--- src/rtl/core/kttc_pkg.sv ---
`default_nettype none

package kttc_pkg;

  localparam int unsigned SLOTS            = 16;
  localparam int unsigned SLOT_W           = $clog2(SLOTS);
  localparam int unsigned TICKS_PER_SECOND = 100;
  localparam int unsigned PHASE_W          = 10;
  localparam int unsigned CMD_W            = 2;
  localparam int unsigned HANDLE_W         = 5;
  localparam int unsigned KIND_W           = 3;
  localparam int unsigned TIME_W           = 32;

  localparam logic [CMD_W-1:0] CMD_TICK   = 2'd0;
  localparam logic [CMD_W-1:0] CMD_START  = 2'd1;
  localparam logic [CMD_W-1:0] CMD_CANCEL = 2'd2;
  localparam logic [CMD_W-1:0] CMD_UPDATE = 2'd3;

  localparam logic [KIND_W-1:0] KIND_STARTED    = 3'd0;
  localparam logic [KIND_W-1:0] KIND_FULL       = 3'd1;
  localparam logic [KIND_W-1:0] KIND_CANCELLED  = 3'd2;
  localparam logic [KIND_W-1:0] KIND_UPDATED    = 3'd3;
  localparam logic [KIND_W-1:0] KIND_EXPIRED    = 3'd4;
  localparam logic [KIND_W-1:0] KIND_TICK_DONE  = 3'd5;
  localparam logic [KIND_W-1:0] KIND_BAD_HANDLE = 3'd6;

  // per-slot control from the command decoder
  typedef struct packed {
    logic set;
    logic clr;
    logic wr;
  } cell_ctl_t;

endpackage

`default_nettype wire

--- src/rtl/core/kttc_cell.sv ---
`default_nettype none

module kttc_cell (
  input  wire                          clk_i,
  input  wire                          rst_ni,
  input  wire                          adv_i,
  input  wire  kttc_pkg::cell_ctl_t    ctl_i,
  input  wire  [kttc_pkg::TIME_W-1:0]  wdata_i,
  input  wire  [kttc_pkg::TIME_W-1:0]  now_i,
  input  wire                          tok_i,
  output logic                         tok_o,
  output logic                         active_o,
  output logic                         hit_o
);
  import kttc_pkg::*;

  logic              tok_q;
  logic              active_q, active_d;
  logic [TIME_W-1:0] exp_q;
  logic [TIME_W-1:0] diff;
  logic              expired;

  assign diff    = exp_q - now_i;
  assign expired = (diff == '0) || diff[TIME_W-1];
  assign hit_o   = tok_q & active_q & expired;

  always_comb begin
    active_d = active_q;
    priority if (ctl_i.set) begin
      active_d = 1'b1;
    end else if (ctl_i.clr) begin
      active_d = 1'b0;
    end else if (hit_o && adv_i) begin
      active_d = 1'b0;
    end
  end

  always_ff @(posedge clk_i or negedge rst_ni) begin
    if (!rst_ni) begin
      tok_q    <= 1'b0;
      active_q <= 1'b0;
    end else begin
      if (adv_i) begin
        tok_q <= tok_i;
      end
      active_q <= active_d;
    end
  end

  always_ff @(posedge clk_i) begin
    if (ctl_i.wr) begin
      exp_q <= wdata_i;
    end
  end

  assign tok_o    = tok_q;
  assign active_o = active_q;

endmodule

`default_nettype wire

--- src/rtl/core/kernel_timer_table_core.sv ---
`default_nettype none

// One-shot timer table: 16 slots in a chain of cells, each holding its active bit and
// 32-bit expiry. Start, cancel and update each return one word. A tick sends a scan
// token down the chain, one slot per cycle while the output does not stall, emitting
// an expired word for each due slot in slot order and then a tick-done word. A tick
// keeps the block busy from its accept through the token's pass along the chain to the
// summary; the chain length sets how long, and an output stall holds the scan.
// No new word is taken until the scan's summary is out.

module kernel_timer_table_core (
  input  wire                            clk_i,
  input  wire                            rst_ni,
  input  wire                            in_valid_i,
  output logic                           in_ready_o,
  input  wire  [kttc_pkg::CMD_W-1:0]     command_i,
  input  wire  [kttc_pkg::HANDLE_W-1:0]  handle_i,
  input  wire  [kttc_pkg::TIME_W-1:0]    delay_i,
  output logic                           out_valid_o,
  input  wire                            out_ready_i,
  output logic [kttc_pkg::KIND_W-1:0]    kind_o,
  output logic [kttc_pkg::HANDLE_W-1:0]  handle_res_o,
  output logic [kttc_pkg::TIME_W-1:0]    ticks_o,
  output logic [kttc_pkg::TIME_W-1:0]    seconds_o,
  output logic                           last_o
);
  import kttc_pkg::*;

  logic                busy_q, busy_d;
  logic                tail_q;
  logic [TIME_W-1:0]   tick_q, tick_d;
  logic [TIME_W-1:0]   sec_q, sec_d;
  logic [PHASE_W-1:0]  phase_q, phase_d, phase_inc;

  logic                out_valid_q, out_valid_d;
  logic [KIND_W-1:0]   kind_q, kind_d;
  logic [HANDLE_W-1:0] hres_q, hres_d;
  logic [TIME_W-1:0]   ticks_q, ticks_d;
  logic [TIME_W-1:0]   secs_q, secs_d;
  logic                last_q, last_d;

  logic                adv;
  logic                acc;
  logic                tick_acc;
  logic [SLOTS:0]      tok;
  logic [SLOTS-1:0]    active;
  logic [SLOTS-1:0]    hit;
  cell_ctl_t           ctl [SLOTS];
  logic [TIME_W-1:0]   wdata;

  logic                full;
  logic [SLOT_W-1:0]   free_idx;
  logic                hnd_ok;
  logic [SLOT_W-1:0]   hnd_idx;
  logic [HANDLE_W-1:0] hit_hnd;

  assign adv        = !out_valid_q || out_ready_i;
  assign in_ready_o = !busy_q && adv;
  assign acc        = in_valid_i && in_ready_o;
  assign tick_acc   = acc && (command_i == CMD_TICK);
  assign tok[0]     = tick_acc;
  assign wdata      = tick_q + delay_i;

  assign full     = &active;
  assign hnd_ok   = (handle_i != '0) && (handle_i <= HANDLE_W'(SLOTS));
  assign hnd_idx  = SLOT_W'(handle_i - HANDLE_W'(1));

  always_comb begin
    free_idx = '0;
    for (int i = SLOTS - 1; i >= 0; i--) begin
      if (!active[i]) begin
        free_idx = SLOT_W'(i);
      end
    end
  end

  always_comb begin
    hit_hnd = '0;
    for (int i = 0; i < SLOTS; i++) begin
      if (hit[i]) begin
        hit_hnd = hit_hnd | HANDLE_W'(i + 1);
      end
    end
  end

  always_comb begin
    for (int i = 0; i < SLOTS; i++) begin
      ctl[i].set = acc && (command_i == CMD_START) && !full && (free_idx == SLOT_W'(i));
      ctl[i].clr = acc && (command_i == CMD_CANCEL) && hnd_ok && (hnd_idx == SLOT_W'(i));
      ctl[i].wr  = ctl[i].set ||
                   (acc && (command_i == CMD_UPDATE) && hnd_ok && (hnd_idx == SLOT_W'(i)));
    end
  end

  for (genvar g = 0; g < SLOTS; g++) begin : g_cell
    kttc_cell u_cell (
      .clk_i    (clk_i),
      .rst_ni   (rst_ni),
      .adv_i    (adv),
      .ctl_i    (ctl[g]),
      .wdata_i  (wdata),
      .now_i    (tick_q),
      .tok_i    (tok[g]),
      .tok_o    (tok[g+1]),
      .active_o (active[g]),
      .hit_o    (hit[g])
    );
  end

  assign phase_inc = phase_q + PHASE_W'(1);

  always_comb begin
    tick_d  = tick_q;
    sec_d   = sec_q;
    phase_d = phase_q;
    if (tick_acc) begin
      tick_d = tick_q + TIME_W'(1);
      if (phase_inc >= PHASE_W'(TICKS_PER_SECOND)) begin
        phase_d = '0;
        sec_d   = sec_q + TIME_W'(1);
      end else begin
        phase_d = phase_inc;
      end
    end
  end

  always_comb begin
    busy_d      = busy_q;
    out_valid_d = out_valid_q;
    kind_d      = kind_q;
    hres_d      = hres_q;
    ticks_d     = ticks_q;
    secs_d      = secs_q;
    last_d      = last_q;
    if (adv) begin
      out_valid_d = 1'b0;
      ticks_d     = tick_d;
      secs_d      = sec_d;
      hres_d      = '0;
      last_d      = 1'b1;
      if (busy_q) begin
        if (tail_q) begin
          out_valid_d = 1'b1;
          kind_d      = KIND_TICK_DONE;
          busy_d      = 1'b0;
        end else if (|hit) begin
          out_valid_d = 1'b1;
          kind_d      = KIND_EXPIRED;
          hres_d      = hit_hnd;
          last_d      = 1'b0;
        end
      end else if (acc) begin
        unique case (command_i)
          CMD_TICK: begin
            busy_d = 1'b1;
          end
          CMD_START: begin
            out_valid_d = 1'b1;
            if (full) begin
              kind_d = KIND_FULL;
            end else begin
              kind_d = KIND_STARTED;
              hres_d = HANDLE_W'(free_idx) + HANDLE_W'(1);
            end
          end
          CMD_CANCEL: begin
            out_valid_d = 1'b1;
            kind_d      = hnd_ok ? KIND_CANCELLED : KIND_BAD_HANDLE;
          end
          default: begin
            out_valid_d = 1'b1;
            kind_d      = hnd_ok ? KIND_UPDATED : KIND_BAD_HANDLE;
          end
        endcase
      end
    end
  end

  always_ff @(posedge clk_i or negedge rst_ni) begin
    if (!rst_ni) begin
      busy_q      <= 1'b0;
      tail_q      <= 1'b0;
      tick_q      <= '0;
      sec_q       <= '0;
      phase_q     <= '0;
      out_valid_q <= 1'b0;
    end else begin
      busy_q      <= busy_d;
      if (adv) begin
        tail_q <= tok[SLOTS];
      end
      tick_q      <= tick_d;
      sec_q       <= sec_d;
      phase_q     <= phase_d;
      out_valid_q <= out_valid_d;
    end
  end

  always_ff @(posedge clk_i) begin
    kind_q  <= kind_d;
    hres_q  <= hres_d;
    ticks_q <= ticks_d;
    secs_q  <= secs_d;
    last_q  <= last_d;
  end

  assign out_valid_o  = out_valid_q;
  assign kind_o       = kind_q;
  assign handle_res_o = hres_q;
  assign ticks_o      = ticks_q;
  assign seconds_o    = secs_q;
  assign last_o       = last_q;

endmodule

`default_nettype wire

--- config.mk ---
export PLATFORM = sky130hd
export DESIGN_NAME = kernel_timer_table_core
export DESIGN_NICKNAME = d
export VERILOG_FILES = /design/src/rtl/core/kttc_pkg.sv /design/src/rtl/core/kttc_cell.sv /design/src/rtl/core/kernel_timer_table_core.sv
export SDC_FILE = /design/constraint.sdc
export NUM_CORES = 2
export LEC_CHECK = 0
export BUFFER_PORTS_ARGS = -buffer_cell sky130_fd_sc_hd__buf_4
export CAP_MARGIN = 10
export CORE_AREA = 2 2 479 338
export DETAILED_ROUTE_END_ITERATION = 16
export DIE_AREA = 0 0 481 340
export HOLD_SLACK_MARGIN = 0.12
export PLACE_DENSITY_LB_ADDON = 0.15
export SLEW_MARGIN = 15
export SYNTH_ARGS = -nofsm -noshare
export SYNTH_HDL_FRONTEND = slang
export SYNTH_SLANG_ARGS = --single-unit
--- constraint.sdc ---
create_clock -name clk_i -period 8.1 [get_ports clk_i]
set_clock_uncertainty 0.1 [all_clocks]
set_input_delay 1.215 -clock clk_i [delete_from_list [all_inputs] [get_ports clk_i]]
set_output_delay 1.215 -clock clk_i [all_outputs]
set_load 0.03 [all_outputs]
==> impl_metrics.csv <==
group,metric,value,unit
synthesis,synth.avg_cell_area,9.24,um2
sta,hold_viol,0,
floorplan,initial_core_util,34.8,%
clock_network,postCtsSetupBuffers,0,
clock_network,numCtsBuffers,79,
finish,utilization,39.1,%
synthesis,synth_edf_count,585,
grt,grt.overflow.total,0,
floorplan,die_y,340,um
synthesis,ys_types,105,
placed_design,io_buffers,117,
setup_path,required,8.34,ns
finish,fillCellCount,16053,
setup_path,cp.arrival,6.67,ns
setup_path,cp-start-kind,"flip-flop",
floorplan,die_w,481,um
grt,grt_util_all_layers,27.1,%
drt,via_per_inst,6.13,
drt,routed_wl,228000,um
sta,fin_crit,6.43,ns
finish,num-nets-final,6727,
setup_path,cpMaxStageDelayCell,"xor2_4",
synthesis,yosysWarnings,0,
sta,slew_viol_final,0,
clock_network,clkLatencyLatePin,0.71,ns
drt,dr.pass1.iters,8,
finish,final-instance-count-excl-fill,8330,
placed_design,dpl.hpwl,161000,um
pwr,cellPowerDensity,186,nW/um2
synthesis,syn_area,55400,um2
clock_network,cts_sinks,694,
floorplan,num_rows,123,
floorplan,dieArea,164000,um2
sta,fin_crit_sh,79.4,%
drt,drcViolationCount,0,
floorplan,core,159000,um2
floorplan,io_pins,118,
drt,drt-initial-drc-count,6264,
placed_design,gp_congestion,0.942,
synthesis,seq_area_frac_synth,36.6,%
sta,setup_tns,0,ns
sta,worstMarginPinSlew,1.17,ns
sta,setup-violations-final,0,
drt,vias,51072,
finish,final_layout_size_suffix_gt1_share,8.98,%
finish,syn_to_final_growth,12.4,%
sta,max_slew_margin,22.0,%
drt,final_antenna_net_count,0,
clock_network,clk_pin_slew,0.06,ns
setup_path,crit_family,"compound AO/OA/AOI/OAI gates",
job,maxCapViolCount,0,
setup_path,path_buf_inv,1,
synthesis,synth_fp_nets,6602,
pwr,p_leak,23.6,nW
grt,antenna_found_initial,36,
clock_network,hold_buffers,0,
placed_design,placed_area,59500,um2
placed_design,placed_cells,8170,
grt,first_global_vias,45685,
setup_path,critPathMaxFanout,16,
setup_path,path_class,"flip-flop to flip-flop",
setup_path,path_cells,"inv_2 > fa_1 > nor2b_1 > o21a_1 > o21ai_0 > a21oi_1 > a2111oi_0 > o31ai_1 > nor4_1 > or4_1 > a31oi_1 > a21o_1 > a21oi_1 > o21ai_0 > xor2_4",
outcome,status,"complete, no violations",
drt,routedWlPerCell,27.4,um
clock_network,cts-resized-gates,0,
sta,fmax,155,MHz
synthesis,netlist_instances,6003,
worst_hold_path,holdCritPathClass,"flip-flop to flip-flop",
clock_network,cts_tree,"done",
pwr,max-vdd-ir-drop,0.239,mV
grt,grt_pass1_wl,327000,um
setup_path,crit_path_end_kind,"flip-flop",
clock_network,cts_buffer_depth,3,
setup_path,max_stage_delay,0.78,ns
clock_network,root_buffer,"clkbuf_16",
synthesis,synth-main-ff-cell,"edfxtp_1",
synthesis,ys_ff_latch,694,
sta,rsz0062_at_grt,"false",
sta,whs,0.380,ns
finish,design_area,62300,um2
clock_network,htree_levels,3,
synthesis,async_flop_share,15.7,%
grt,grt_max_degree,74,
registers in the layout (all words and copies together), names as in the netlist, 3 cells and up:
name                    flops
g_cell.u_cell.active_o     16
tick_q                     32
g_cell.u_cell.tok_o        16
g_cell.u_cell.exp_q       512
handle_res_o                5
phase_q                    10
kind_o                      3
sec_q                      32
seconds_o                  32
ticks_o                    32
worst paths after layout:
check	startpoint	endpoint	slack, ns	cells past startpoint
worst max-delay path	tick_q[1]	g_cell[2].u_cell.exp_q[30]	1.67	15
worst min-delay path	sec_q[31]	sec_q[31]	0.38	1
worst max register to register	tick_q[1]	g_cell[2].u_cell.exp_q[30]	1.67	15
worst min register to register	sec_q[31]	sec_q[31]	0.38	1
max in group asynchronous	rst_ni	tick_q[1]	6.25	2
min in group asynchronous	rst_ni	sec_q[14]	0.42	1
power by group:
part	leakage (nW)	total [mW]	internal [mW]	switching (mW)
combinational	15.4	3.28	1.01	2.26
sequential	6.86	4.42	4.24	0.187
clock	1.32	3.89	2.23	1.67
total	23.6	11.6	7.48	4.12
per-layer routing:
layer	part of all wire (%)	global-route usage, %
met3	10	6.03
met5	0	0.663
met2	40	37.4
met1	47	41.7
met4	2.9	7.48
metrics by stage:
stage / setup WS [ns] / power, mW
after CTS: 1.69 / 11.6
after floorplan: 2.69 / 6.22
after detailed placement: 1.49 / 7.71
after global routing: 1.31 / 12.0
final: 1.67 / 11.6
after global placement: 1.46 / 7.70
layout make-up:
class                      count  area, um2  share of cell area [%]
multi-input combinational   4889      34000                    54.6
tap                         2125       2660                    4.27
sequential                   694      20300                    32.6
inverter                     245        922                    1.48
antenna                       13       32.5                  0.0522
clock buffer                  90       2100                    3.37
clock inverter                55        603                   0.968
timing repair buffer         219       1700                    2.73
synth_stat cells (32+ instances only):
cell type / number / area, um2
edfxtp_1: 585 / 17600
nand2_1: 565 / 2120
ha_1: 539 / 6740
a21oi_1: 514 / 2570
nor2_1: 405 / 1520
o21ai_0: 364 / 1820
inv_1: 244 / 916
xnor2_1: 201 / 1760
nand3_1: 173 / 866
clkbuf_1: 166 / 623
a21o_1: 155 / 1160
nor3_1: 137 / 686
nand4_1: 113 / 707
dfrtp_1: 109 / 2730
o21a_1: 106 / 796
nor2b_1: 100 / 626
xor2_1: 99 / 867
nand2b_1: 94 / 588
a31oi_1: 88 / 551
o211ai_1: 83 / 623
and3_1: 72 / 450
nor4_1: 64 / 400
a211oi_1: 60 / 450
a2111oi_0: 52 / 455
o2111ai_1: 48 / 420
o21bai_1: 46 / 345
mux2i_1: 43 / 430
o31ai_1: 43 / 323
or3_1: 43 / 269
nor3b_1: 42 / 315
o31a_1: 40 / 350
or2_2: 37 / 231
o221ai_1: 32 / 280
cell families (layout without fill, tap and decap cells):
family	count (synthesis)	after routing	share of synthesized area, %
compound gates	1961	1961	23.6
xor+xnor	300	300	4.74
fa+ha+maj	556	556	12.8
buf+inv	420	609	2.91
flops	694	694	36.6
mux	64	64	1.20
other cells	0	13	0
simple gates	2008	2008	18.2
cell usage in the layout (no fill, tap or decap), types with 88 or more instances in the layout:
cell / count
nand3_1: 173
a21o_1: 155
buf_4: 215
nand2b_1: 94
nor3_1: 137
a31oi_1: 88
nor2_1: 403
o21a_1: 106
xor2_1: 91
o21ai_0: 348
edfxtp_1: 585
xnor2_1: 182
nand4_1: 113
dfrtp_1: 106
ha_1: 539
nor2b_1: 99
a21oi_1: 513
inv_1: 213
nand2_1: 565
Note: power is estimated with default switching activity, not from simulation.
